--- src/hw/rtl/first_fit_swap_segment_allocator_macros.svh ---
// assertion macros for the swap segment allocator
// no dependencies; assertions vanish when NO_ASSERTIONS is defined
`ifndef FIRST_FIT_SWAP_SEGMENT_ALLOCATOR_MACROS_SVH
`define FIRST_FIT_SWAP_SEGMENT_ALLOCATOR_MACROS_SVH
`ifndef NO_ASSERTIONS
`define FFSA_ASSERT_IMPL(label, clk, rstn, a, c) \
    label: assert property (@(posedge clk) disable iff (!rstn) (a) |-> (c)) \
        else $error("assertion failed");
`define FFSA_ASSERT_NEXT(label, clk, rstn, a, c) \
    label: assert property (@(posedge clk) disable iff (!rstn) (a) |=> (c)) \
        else $error("assertion failed");
`else
`define FFSA_ASSERT_IMPL(label, clk, rstn, a, c)
`define FFSA_ASSERT_NEXT(label, clk, rstn, a, c)
`endif
`endif

--- src/hw/rtl/ffsa_pkg.sv ---
// shared types and codes for the swap segment allocator
// no dependencies
`timescale 1ns / 1ps
package ffsa_pkg;
    localparam logic [1:0] CMD_ALLOC = 2'd0;
    localparam logic [1:0] CMD_FREE  = 2'd1;
    localparam logic [1:0] CMD_READ  = 2'd2;
    localparam logic [1:0] CMD_WRITE = 2'd3;

    localparam logic [2:0] ST_OK      = 3'd0;
    localparam logic [2:0] ST_NOSPACE = 3'd1;
    localparam logic [2:0] ST_NOPID   = 3'd2;
    localparam logic [2:0] ST_FULL    = 3'd3;
    localparam logic [2:0] ST_BEYOND  = 3'd4;

    localparam logic [0:0] REG_TOTAL_PAGES = 1'd0;
    localparam logic [0:0] REG_PAGE_SIZE   = 1'd1;

    typedef enum logic [3:0] {
        S_IDLE, S_CHECK, S_FSCAN, S_FSHIFT, S_SSCAN, S_MSCAN,
        S_FREEUPD, S_SSHIFT, S_XLATE, S_MUL, S_OUT
    } state_t;

    typedef struct packed {
        logic load;      // capture input transaction
        logic fscan;     // advance free index
        logic fshift;    // move free[i+1] into free[i]
        logic fshrink;   // shrink found extent
        logic fdec;      // drop free count
        logic seg_app;   // append segment
        logic sscan;     // advance segment index
        logic mstart;    // restart free index for merge scan
        logic fmerge;    // grow found extent backward
        logic fapp;      // append new free extent
        logic sshift;    // move seg[k+1] into seg[k]
        logic sdec;      // drop segment count
        logic xlate;     // form absolute page
        logic mul;       // register byte address
        logic set_res;   // capture status
        logic [2:0] res_status;
        logic out_take;  // result accepted
    } ctl_t;

    typedef struct packed {
        logic [1:0] cmd;
        logic seg_full;
        logic free_full;
        logic fend;       // free index reached count
        logic fhit_len;   // extent long enough
        logic fexact;     // extent used exactly
        logic fhit_start; // extent begins at segment end
        logic send;       // segment index reached count
        logic shit;       // owner matches pid
        logic fshift_end;
        logic sshift_end;
        logic beyond;
        logic out_valid;
    } sts_t;
endpackage

--- src/hw/rtl/ffsa_ctrl.sv ---
// command sequencer for the swap segment allocator
// depends on ffsa_pkg
`timescale 1ns / 1ps
module ffsa_ctrl (
    input  logic            aclk,
    input  logic            aresetn,
    input  logic            s_valid,
    output logic            s_ready,
    input  logic            m_ready,
    input  ffsa_pkg::sts_t  sts,
    output ffsa_pkg::ctl_t  ctl,
    output ffsa_pkg::state_t state
);
    import ffsa_pkg::*;
    state_t state_reg, state_next;

    always_ff @(posedge aclk) begin
        if (!aresetn) state_reg <= S_IDLE;
        else          state_reg <= state_next;
    end
    assign state = state_reg;

    always_comb begin
        state_next = state_reg;
        unique case (state_reg)
            S_IDLE: if (s_valid && !sts.out_valid) state_next = S_CHECK;
            S_CHECK: begin
                if (sts.cmd == CMD_ALLOC) state_next = sts.seg_full ? S_OUT : S_FSCAN;
                else state_next = S_SSCAN;
            end
            S_FSCAN: begin
                if (sts.fend) state_next = S_OUT;
                else if (sts.fhit_len) state_next = sts.fexact ? S_FSHIFT : S_OUT;
            end
            S_FSHIFT: if (sts.fshift_end) state_next = S_OUT;
            S_SSCAN: begin
                if (sts.send) state_next = S_OUT;
                else if (sts.shit) state_next = (sts.cmd == CMD_FREE) ? S_MSCAN : S_XLATE;
            end
            S_MSCAN: if (sts.fend || sts.fhit_start) state_next = S_FREEUPD;
            S_FREEUPD: begin
                if (!sts.fhit_start && sts.free_full) state_next = S_OUT;
                else state_next = S_SSHIFT;
            end
            S_SSHIFT: if (sts.sshift_end) state_next = S_MUL;
            S_XLATE: state_next = S_MUL;
            S_MUL: state_next = S_OUT;
            S_OUT: state_next = S_IDLE;
            default: state_next = S_IDLE;
        endcase
    end

    always_comb begin
        ctl = '0;
        s_ready = 1'b0;
        unique case (state_reg)
            S_IDLE: begin
                s_ready = !sts.out_valid;
                ctl.load = s_valid && !sts.out_valid;
            end
            S_CHECK: begin
                if (sts.cmd == CMD_ALLOC && sts.seg_full) begin
                    ctl.set_res = 1'b1; ctl.res_status = ST_FULL;
                end
            end
            S_FSCAN: begin
                if (sts.fend) begin
                    ctl.set_res = 1'b1; ctl.res_status = ST_NOSPACE;
                end else if (sts.fhit_len) begin
                    ctl.seg_app = 1'b1;
                    ctl.set_res = 1'b1; ctl.res_status = ST_OK;
                    if (!sts.fexact) ctl.fshrink = 1'b1;
                end else ctl.fscan = 1'b1;
            end
            S_FSHIFT: begin
                if (sts.fshift_end) ctl.fdec = 1'b1;
                else ctl.fshift = 1'b1;
            end
            S_SSCAN: begin
                if (sts.send) begin
                    ctl.set_res = 1'b1; ctl.res_status = ST_NOPID;
                end else if (sts.shit) ctl.mstart = 1'b1;
                else ctl.sscan = 1'b1;
            end
            S_MSCAN: if (!(sts.fend || sts.fhit_start)) ctl.fscan = 1'b1;
            S_FREEUPD: begin
                if (sts.fhit_start) ctl.fmerge = 1'b1;
                else if (sts.free_full) begin
                    ctl.set_res = 1'b1; ctl.res_status = ST_FULL;
                end else ctl.fapp = 1'b1;
            end
            S_SSHIFT: begin
                if (sts.sshift_end) begin
                    ctl.sdec = 1'b1;
                    ctl.set_res = 1'b1; ctl.res_status = ST_OK;
                end else ctl.sshift = 1'b1;
            end
            S_XLATE: begin
                ctl.xlate = 1'b1;
                ctl.set_res = 1'b1;
                ctl.res_status = sts.beyond ? ST_BEYOND : ST_OK;
            end
            S_MUL: ctl.mul = 1'b1;
            S_OUT: ctl.mul = 1'b1;
            default: ;
        endcase
        ctl.out_take = m_ready;
    end
endmodule

--- src/hw/rtl/ffsa_datapath.sv ---
// tables, indices and result register for the swap segment allocator
// depends on ffsa_pkg
`timescale 1ns / 1ps
module ffsa_datapath #(
    parameter int FREE_SLOTS    = 16,
    parameter int SEGMENT_SLOTS = 16
) (
    input  logic              aclk,
    input  logic              aresetn,
    input  logic              cfg_init,
    input  logic [15:0]       init_pages,
    input  logic [15:0]       total_pages,
    input  logic [16:0]       page_size,
    input  logic [1:0]        s_cmd,
    input  logic [15:0]       s_pid,
    input  logic [15:0]       s_page_count,
    input  logic [15:0]       s_page_offset,
    input  ffsa_pkg::ctl_t    ctl,
    input  ffsa_pkg::state_t  state,
    output ffsa_pkg::sts_t    sts,
    output logic              m_valid,
    output logic              m_ok,
    output logic [2:0]        m_status,
    output logic [15:0]       m_start_page,
    output logic [31:0]       m_byte_address
);
    import ffsa_pkg::*;
    localparam int FW = $clog2(FREE_SLOTS);
    localparam int SW = $clog2(SEGMENT_SLOTS);

    logic [15:0] free_start_reg [FREE_SLOTS];
    logic [15:0] free_len_reg   [FREE_SLOTS];
    logic [15:0] seg_owner_reg  [SEGMENT_SLOTS];
    logic [15:0] seg_start_reg  [SEGMENT_SLOTS];
    logic [15:0] seg_len_reg    [SEGMENT_SLOTS];
    logic [FW:0] free_used_reg;
    logic [SW:0] seg_used_reg;
    logic [FW:0] fi_reg;
    logic [SW:0] si_reg;
    logic [1:0]  cmd_reg;
    logic [15:0] pid_reg, cnt_reg, off_reg;
    logic [15:0] page_reg;
    logic [2:0]  status_reg;
    logic        valid_reg;
    logic [31:0] addr_reg;

    logic [FW-1:0] fi, fi1;
    logic [SW-1:0] si, si1;
    logic [15:0]   fs, fl, so, ss, sl, fs1, fl1;
    logic [16:0]   xpage, send_page;

    assign fi  = fi_reg[FW-1:0];
    assign si  = si_reg[SW-1:0];
    assign fi1 = (fi == FW'(FREE_SLOTS - 1)) ? fi : fi + 1'b1;
    assign si1 = (si == SW'(SEGMENT_SLOTS - 1)) ? si : si + 1'b1;
    assign fs  = free_start_reg[fi];
    assign fl  = free_len_reg[fi];
    assign fs1 = free_start_reg[fi1];
    assign fl1 = free_len_reg[fi1];
    assign so  = seg_owner_reg[si];
    assign ss  = seg_start_reg[si];
    assign sl  = seg_len_reg[si];
    assign send_page = {1'b0, ss} + {1'b0, sl};
    assign xpage = {1'b0, ss} + {1'b0, off_reg};

    always_comb begin
        sts.cmd        = cmd_reg;
        sts.seg_full   = seg_used_reg >= (SW+1)'(SEGMENT_SLOTS);
        sts.free_full  = free_used_reg >= (FW+1)'(FREE_SLOTS);
        sts.fend       = fi_reg >= free_used_reg;
        sts.fhit_len   = fl >= cnt_reg;
        sts.fexact     = fl == cnt_reg;
        sts.fhit_start = !sts.fend && ({1'b0, fs} == send_page);
        sts.send       = si_reg >= seg_used_reg;
        sts.shit       = so == pid_reg;
        sts.fshift_end = (fi_reg + 1'b1) >= free_used_reg;
        sts.sshift_end = (si_reg + 1'b1) >= seg_used_reg;
        sts.beyond     = xpage >= {1'b0, total_pages};
        sts.out_valid  = valid_reg;
    end

    always_ff @(posedge aclk) begin
        if (!aresetn || cfg_init) begin
            free_used_reg <= (init_pages != 16'd0 || !aresetn) ? (FW+1)'(1) : '0;
            seg_used_reg  <= '0;
            valid_reg     <= 1'b0;
            fi_reg        <= '0;
            si_reg        <= '0;
        end else begin
            if (ctl.load) begin
                fi_reg <= '0;
                si_reg <= '0;
            end
            if (ctl.fscan || ctl.fshift) fi_reg <= fi_reg + 1'b1;
            if (ctl.mstart) fi_reg <= '0;
            if (ctl.sscan || ctl.sshift) si_reg <= si_reg + 1'b1;
            if (ctl.fdec) free_used_reg <= free_used_reg - 1'b1;
            if (ctl.fapp) free_used_reg <= free_used_reg + 1'b1;
            if (ctl.seg_app) seg_used_reg <= seg_used_reg + 1'b1;
            if (ctl.sdec) seg_used_reg <= seg_used_reg - 1'b1;
            if (state == S_OUT) valid_reg <= 1'b1;
            else if (valid_reg && ctl.out_take) valid_reg <= 1'b0;
        end
    end

    always_ff @(posedge aclk) begin
        if (!aresetn || cfg_init) begin
            free_start_reg[0] <= '0;
            free_len_reg[0]   <= aresetn ? init_pages : 16'd256;
        end else begin
            if (ctl.fshrink) begin
                free_start_reg[fi] <= fs + cnt_reg;
                free_len_reg[fi]   <= fl - cnt_reg;
            end
            if (ctl.fshift) begin
                free_start_reg[fi] <= fs1;
                free_len_reg[fi]   <= fl1;
            end
            if (ctl.fmerge) begin
                free_start_reg[fi] <= seg_start_reg[si];
                free_len_reg[fi]   <= fl + seg_len_reg[si];
            end
            if (ctl.fapp) begin
                free_start_reg[free_used_reg[FW-1:0]] <= ss;
                free_len_reg[free_used_reg[FW-1:0]]   <= sl;
            end
        end
    end

    always_ff @(posedge aclk) begin
        if (ctl.load) begin
            cmd_reg <= s_cmd;
            pid_reg <= s_pid;
            cnt_reg <= s_page_count;
            off_reg <= s_page_offset;
        end
        if (ctl.seg_app) begin
            seg_owner_reg[seg_used_reg[SW-1:0]] <= pid_reg;
            seg_start_reg[seg_used_reg[SW-1:0]] <= fs;
            seg_len_reg[seg_used_reg[SW-1:0]]   <= cnt_reg;
            page_reg <= fs;
        end
        if (ctl.mstart) page_reg <= ss;
        if (ctl.sshift) begin
            seg_owner_reg[si] <= seg_owner_reg[si1];
            seg_start_reg[si] <= seg_start_reg[si1];
            seg_len_reg[si]   <= seg_len_reg[si1];
        end
        if (ctl.xlate) page_reg <= xpage[15:0];
        if (ctl.set_res) status_reg <= ctl.res_status;
        if (ctl.mul) addr_reg <= 32'({16'd0, page_reg} * {15'd0, page_size});
    end

    assign m_valid        = valid_reg;
    assign m_ok           = status_reg == ST_OK;
    assign m_status       = status_reg;
    assign m_start_page   = m_ok ? page_reg : 16'd0;
    assign m_byte_address = m_ok ? addr_reg : 32'd0;
endmodule

--- src/hw/rtl/first_fit_swap_segment_allocator.sv ---
// top level: apb registers, sequencer and table datapath
// depends on ffsa_pkg, ffsa_ctrl, ffsa_datapath and the macros header
// time from accept to result depends on the serial scans and shifts over
// the two tables, one entry a cycle
// one command in flight at a time; the next is taken once the result is handed over
// synchronous active-low reset: 256 pages of 256 bytes, one free extent, no segments
`timescale 1ns / 1ps
`include "first_fit_swap_segment_allocator_macros.svh"
module first_fit_swap_segment_allocator #(
    parameter int FREE_SLOTS    = 16,
    parameter int SEGMENT_SLOTS = 16
) (
    input  logic        aclk,
    input  logic        aresetn,
    input  logic        psel,
    input  logic        penable,
    input  logic        pwrite,
    input  logic [2:0]  paddr,
    input  logic [31:0] pwdata,
    output logic [31:0] prdata,
    output logic        pready,
    input  logic        s_valid,
    output logic        s_ready,
    input  logic [1:0]  s_cmd,
    input  logic [15:0] s_pid,
    input  logic [15:0] s_page_count,
    input  logic [15:0] s_page_offset,
    output logic        m_valid,
    input  logic        m_ready,
    output logic        m_ok,
    output logic [2:0]  m_status,
    output logic [15:0] m_start_page,
    output logic [31:0] m_byte_address
);
    import ffsa_pkg::*;
    logic [15:0] total_pages_reg;
    logic [16:0] page_size_reg;
    logic        wr, cfg_init;
    ctl_t        ctl;
    sts_t        sts;
    state_t      state;

    assign pready = 1'b1;
    assign wr = psel && penable && pwrite;
    assign cfg_init = wr && paddr[1:0] == 2'd0 && paddr[2] == REG_TOTAL_PAGES;

    always_ff @(posedge aclk) begin
        if (!aresetn) begin
            total_pages_reg <= 16'd256;
            page_size_reg   <= 17'd256;
        end else if (wr && paddr[1:0] == 2'd0) begin
            if (paddr[2] == REG_TOTAL_PAGES) total_pages_reg <= pwdata[15:0];
            else page_size_reg <= pwdata[16:0];
        end
    end

    always_comb begin
        if (paddr[2] == REG_PAGE_SIZE) prdata = {15'd0, page_size_reg};
        else prdata = {16'd0, total_pages_reg};
    end

    ffsa_ctrl u_ctrl (
        .aclk, .aresetn, .s_valid, .s_ready, .m_ready, .sts, .ctl, .state
    );

    // tables are rebuilt from the value being written
    ffsa_datapath #(.FREE_SLOTS(FREE_SLOTS), .SEGMENT_SLOTS(SEGMENT_SLOTS)) u_dp (
        .aclk, .aresetn, .cfg_init,
        .init_pages(pwdata[15:0]), .total_pages(total_pages_reg),
        .page_size(page_size_reg),
        .s_cmd, .s_pid, .s_page_count, .s_page_offset,
        .ctl, .state, .sts,
        .m_valid, .m_ok, .m_status, .m_start_page, .m_byte_address
    );

    `FFSA_ASSERT_IMPL(a_no_accept_busy, aclk, aresetn, m_valid, !s_ready)
    `FFSA_ASSERT_IMPL(a_ok_status, aclk, aresetn, m_valid && m_ok, m_status == ST_OK)
    `FFSA_ASSERT_NEXT(a_accept_starts, aclk, aresetn, s_valid && s_ready, state == S_CHECK)
endmodule

--- config.mk ---
export PLATFORM = sky130hd
export DESIGN_NAME = first_fit_swap_segment_allocator
export DESIGN_NICKNAME = d
export VERILOG_FILES = /design/src/hw/rtl/ffsa_pkg.sv /design/src/hw/rtl/ffsa_ctrl.sv /design/src/hw/rtl/ffsa_datapath.sv /design/src/hw/rtl/first_fit_swap_segment_allocator.sv
export VERILOG_INCLUDE_DIRS = /design/src /design/src/hw/rtl
export SDC_FILE = /design/constraint.sdc
export NUM_CORES = 2
export LEC_CHECK = 0
export ABC_CLOCK_PERIOD_IN_PS = 29000
export CAP_MARGIN = 20
export CORE_UTILIZATION = 55
export CTS_BUF_LIST = sky130_fd_sc_hd__clkbuf_4 sky130_fd_sc_hd__clkbuf_8
export DETAILED_ROUTE_END_ITERATION = 7
export DONT_BUFFER_PORTS = 1
export HOLD_SLACK_MARGIN = 0.08
export PLACE_DENSITY = 0.7
export SYNTH_ARGS = -nofsm -noshare
export SYNTH_HDL_FRONTEND = slang
export SYNTH_HIERARCHICAL = 1
export SYNTH_SLANG_ARGS = --single-unit
--- constraint.sdc ---
create_clock -name aclk -period 29 [get_ports aclk]
set_input_delay 5.8 -clock aclk [delete_from_list [all_inputs] [get_ports aclk]]
set_output_delay 5.8 -clock aclk [all_outputs]
set_load 0.02 [all_outputs]
### Word-level counts from Yosys, hierarchy flattened

Memories as Yosys holds them, arrays and structs flattened. A register that Yosys moved wholly into a read port is not among the register bits.
Cells that the tools add are included.

* flip-flop bits (word level): 159
* bits in writable memories: 1280
* bits of input ports: 92
* output and inout port bits: 87
* memories kept: 5

Memories
* u_dp.free_len_reg: depth 16, width 16, rd ports 2, clocked after memory_dff 1, wr ports 1, line ffsa_datapath.sv:32 `logic [15:0] free_len_reg [FREE_SLOTS];`
* u_dp.free_start_reg: depth 16, width 16, rd ports 2, clocked after memory_dff 1, wr ports 1, line ffsa_datapath.sv:31 `logic [15:0] free_start_reg [FREE_SLOTS];`
* u_dp.seg_len_reg: depth 16, width 16, rd ports 2, clocked after memory_dff 1, wr ports 1, line ffsa_datapath.sv:35 `logic [15:0] seg_len_reg [SEGMENT_SLOTS];`
* u_dp.seg_owner_reg: depth 16, width 16, rd ports 2, clocked after memory_dff 1, wr ports 1, line ffsa_datapath.sv:33 `logic [15:0] seg_owner_reg [SEGMENT_SLOTS];`
* u_dp.seg_start_reg: depth 16, width 16, rd ports 2, clocked after memory_dff 1, wr ports 1, line ffsa_datapath.sv:34 `logic [15:0] seg_start_reg [SEGMENT_SLOTS];`

* bitwise gates (word level): 5
* equality and inequality tests: 22
* reductions and logical operators: 41
* multiplexer cells: 126
* $lt $le $gt $ge: 8
* $mul: 1
* add/subtract/negate cells: 13

Operators with widths (number)
* 16-bit two-way mux: 16
* 4-bit two-way mux: 39
* 16-bit OR reduction: 7
* 1-bit two-way mux: 53
* 5-bit two-way mux: 8
* 4-bit one-hot mux with 10 select lines: 1
* 16-bit by 16-bit adder with 17-bit output: 2
* 16-bit adder: 2
* 16-bit == test: 2
* 16-bit by 17-bit multiplier with 32-bit output: 1
* 32-bit two-way mux: 1
* 4-bit one-hot mux with 6 select lines: 1
* 5-bit by 1-bit adder with 5-bit output (second input constant): 4
* 4-bit == test (second input constant): 5
* 5-bit greater-or-equal comparator: 4
* 16-bit by 17-bit == test with 1-bit output: 1
* 17-bit by 16-bit greater-or-equal comparator with 1-bit output: 1
* 17-bit two-way mux: 1
* 4-bit by 3-bit == test with 1-bit output (second input constant): 4
* 16-bit greater-or-equal comparator: 1
* 16-bit nonzero test: 1
* 16-bit subtractor: 1
* 5-bit greater-or-equal comparator (second input constant): 2
* 5-bit by 1-bit subtractor with 5-bit output (second input constant): 2
* 24 further kinds: 56

### Depth between registers and ports, before layout

* depth in word-level cells: 13
* mapped depth: 30
* gate-level depth less buffers: 24

### Cells and area by module

Netlist, hierarchy kept.

By module, submodules not included
* ffsa_datapath: instances 1, cells an instance 8088, sequential area each 42100.4 µm², area each 92004.5 µm²
* first_fit_swap_segment_allocator: instances 1, cells an instance 167, sequential area each 660.6 µm², area each 1616.6 µm²
* ffsa_ctrl: instances 1, cells an instance 88, sequential area each 80.1 µm², area each 650.6 µm²

### Worst setup path after synthesis

OpenSTA, ideal clock, no wires.

* path kind: in2out
* start: input paddr[2]
* end: output prdata[10]
* setup slack: 16.602 ns
* required time: 23.200 ns
* stages: 3
* data arrival time: 6.598 ns
* path buffers: 2
* path through: buf_2 > buf_2 > mux2_2

* longest elaborated chain between the ends: 1

Ends and longest elaborated chain
* start, declared: line first_fit_swap_segment_allocator.sv:18 `input logic [2:0] paddr,`
* 17-bit two-way mux: line first_fit_swap_segment_allocator.sv:58 `if (paddr[2] == REG_PAGE_SIZE) prdata = {15'd0, page_size_reg};`
* end, declared: line first_fit_swap_segment_allocator.sv:20 `output logic [31:0] prdata,`

Every way passes these cells.

### Worst setup path in the final report

* start: input paddr[2]
* end: output prdata[15]

The elaborated chain is that of the path after synthesis.

==> results.cfg <==
[run_status]
outcome = finished with violations
violations = design-rule violations

[synth]
synth_edf_count = 1386
synth.avg_cell_area_sq_um = 11.3
synth.largest_area_cell = edfxtp_1
synthTopCellsByCount = nand2_1 (1,441), edfxtp_1 (1,386), o21ai_0 (1,262)
yosysTopAreaCellShare_pct = 44.1
ys_ff_latch = 1447
synthArstFlopShare_pct = 0
synth.most_common_cell = nand2_1
synth_ff_type = edfxtp_1
yosys_warnings = 6
synth_area_sq_um = 94300
synth.area.top_cells = edfxtp_1 (44%), mux4_2 (16%), o21ai_0 (6.7%), nand2_1 (5.7%), fa_1 (4.5%)
synth_cell_type_count = 101
yosysSeqAreaShare_pct = 45.4
netlist_instances = 8343

[clocking]
ctsHtreeMaxLevel = 4
postCtsHoldBufs = 0
cts_setup_buffers = 0
worstSkewPairLatency_ns = 1.04
clk_pin_slew_ns = 0.06
cts.repair.resized = 0
cts.sinks = 1447
cts_max_path_buffers = 3
clockRootBuffer = clkbuf_8
cts_tree = built
cts_made_buffers = 240

[final_layout]
area_growth_pct = 7.62
multi_input_area_sq_um = 47500
design_area_sq_um = 101000
final_cells = 10500
fin_nets = 8605
layout.area.seq_sq_um = 42900
fill_cells = 13400
drive_gt1_share_pct = 18.4

[sta]
hold_viol_final = 0
max_freq_ghz = 0.0832
drv_slew = 0
worst_pin_slew_ns = 1.35
worst_slack_ns = 16.98
relSlewSlack_pct = 10.2
rsz0062_at_grt = false
min_period_ns = 12.02
setup_viol_count_final = 0
fin_crit_sh_pct = 41.5
fin_skew_ns = 0.0656
fin_tns_setup_ns = 0

[placement]
dp_cells = 10000
portBuffers = 0
place_hpwl_um = 196000
place_area_sq_um = 96400
gp_congestion = 1.01
post-place-ws_ns = 16.98

[floorplanning]
die_area_sq_um = 173000
start_util_pct = 55.5
die_x_um = 416
ios = 179
design.core.area_sq_um = 170000
die_y_um = 416
rows = 151

[hold_path]
min_from = total_pages_reg[15]$_SDFFE_PN0P_
holdCritPathClass = reg2reg

[global_routing]
grt_use_total_pct = 37.3
antenna_found_initial = 23
grt_pass1_vias = 71100
grt_pass1_wl_um = 470000
grt_max_degree = 130
overflow = 0

[worst_setup_path]
startpoint = paddr[2]
worstPathCellList = mux2_2
critical_path_class = in2out
end_kind = output port
crit_arrival_ns = 6.22
setup.worst_path.start_class = primary input
required_ns = 23.20
crit_family = multiplexers
crit_path_max_incr_delay_ns = 0.41
crit_path_max_fanout = 19
path_buf_inv = 0
cp_slowest_cell = mux2_2

[drt]
met3_length_um = 44700
wl_per_cell_um = 31.0
num_vias = 72900
first_pass_iters = 8
ant_nets = 0
drt_wl_total_um = 325000
via_per_inst = 6.94
route.met2.wl_um = 146000
wl_met1_um = 108000
drt_iter0_drc = 10700
drcViolationCount = 12
dr.max_layer_used = met5

[run]
cap_viol_max_count = 0

[power]
leakagePower_nw = 36.7
vdd_ir_drop_max_v = 0.0000539
p_per_area_nw_per_um2 = 60.0
fin_total_pwr_mw = 6.09
kinds of logic (layout without fill, tap and decap cells):
group / count (synthesis) / count (layout) / synth area share [%]
buf+inv: 1124 / 1038 / 4.96
xor+xnor: 124 / 124 / 1.18
mux: 848 / 848 / 18.1
simple gates: 2385 / 2385 / 10.8
compound gates: 1973 / 1973 / 11.9
other cells: 2 / 31 / 0.00797
flops: 1447 / 1447 / 45.4
fa+ha+maj: 440 / 440 / 7.54
metrics by stage:
stage | hold slack [ns] | utilization (%)
global route | 0.508 | 59.7
finish | 0.496 | 59.7
global placement | 0.465 | 56.7
floorplan | 0.449 | -
CTS | 0.496 | 59.7
detailed placement | 0.487 | 56.8
report_power, final:
group	leakage [nW]	internal, mW	switching [mW]	total (mW)
registers	13.2	2.46	0.138	2.60
logic	20.9	0.591	1.01	1.60
clock network	2.59	0.994	0.897	1.89
total	36.7	4.04	2.05	6.09
cell type report:
class / instances / area share (%)
Clock buffer: 326 / 3.94
Inverter: 330 / 1.22
Antenna cell: 15 / 0.0370
Sequential cell: 1447 / 42.3
Clock inverter: 114 / 0.879
Tap cell: 2218 / 2.74
Multi-Input combinational cell: 5786 / 46.9
Timing Repair Buffer: 268 / 2.09
final timing paths:
kind,endpoint,slack (ns),depth (start not counted)
max,prdata[15],16.98,1
min,total_pages_reg[15]$_SDFFE_PN0P_,0.50,2
max reg2reg,u_dp/free_len_reg[4][3]$_DFFE_PP_,17.74,24
min reg2reg,total_pages_reg[15]$_SDFFE_PN0P_,0.50,2
placed cells by master, fill, tap and decap left out, drive strengths merged, types with 62 or more instances in the layout:
master / netlist / final
nor2: 403 / 403
nand2: 1441 / 1441
fa: 214 / 214
inv: 329 / 337
and2: 204 / 204
edfxtp: 1386 / 1386
nand3: 126 / 126
clkbuf: 576 / 327
mux2: 62 / 62
a21oi: 276 / 276
clkinv: 1 / 94
buf: 218 / 267
mux2i: 109 / 109
o21ai: 1280 / 1280
xnor2: 85 / 85
ha: 226 / 226
mux4: 677 / 677
layer usage:
metal	GRT usage [%]	up-vias
li1	-	30300
met2	57.2	5548
met1	45.8	35700
met4	25.7	12
met5	0	-
met3	10.5	1365
Note: power is estimated with default switching activity, not from simulation.
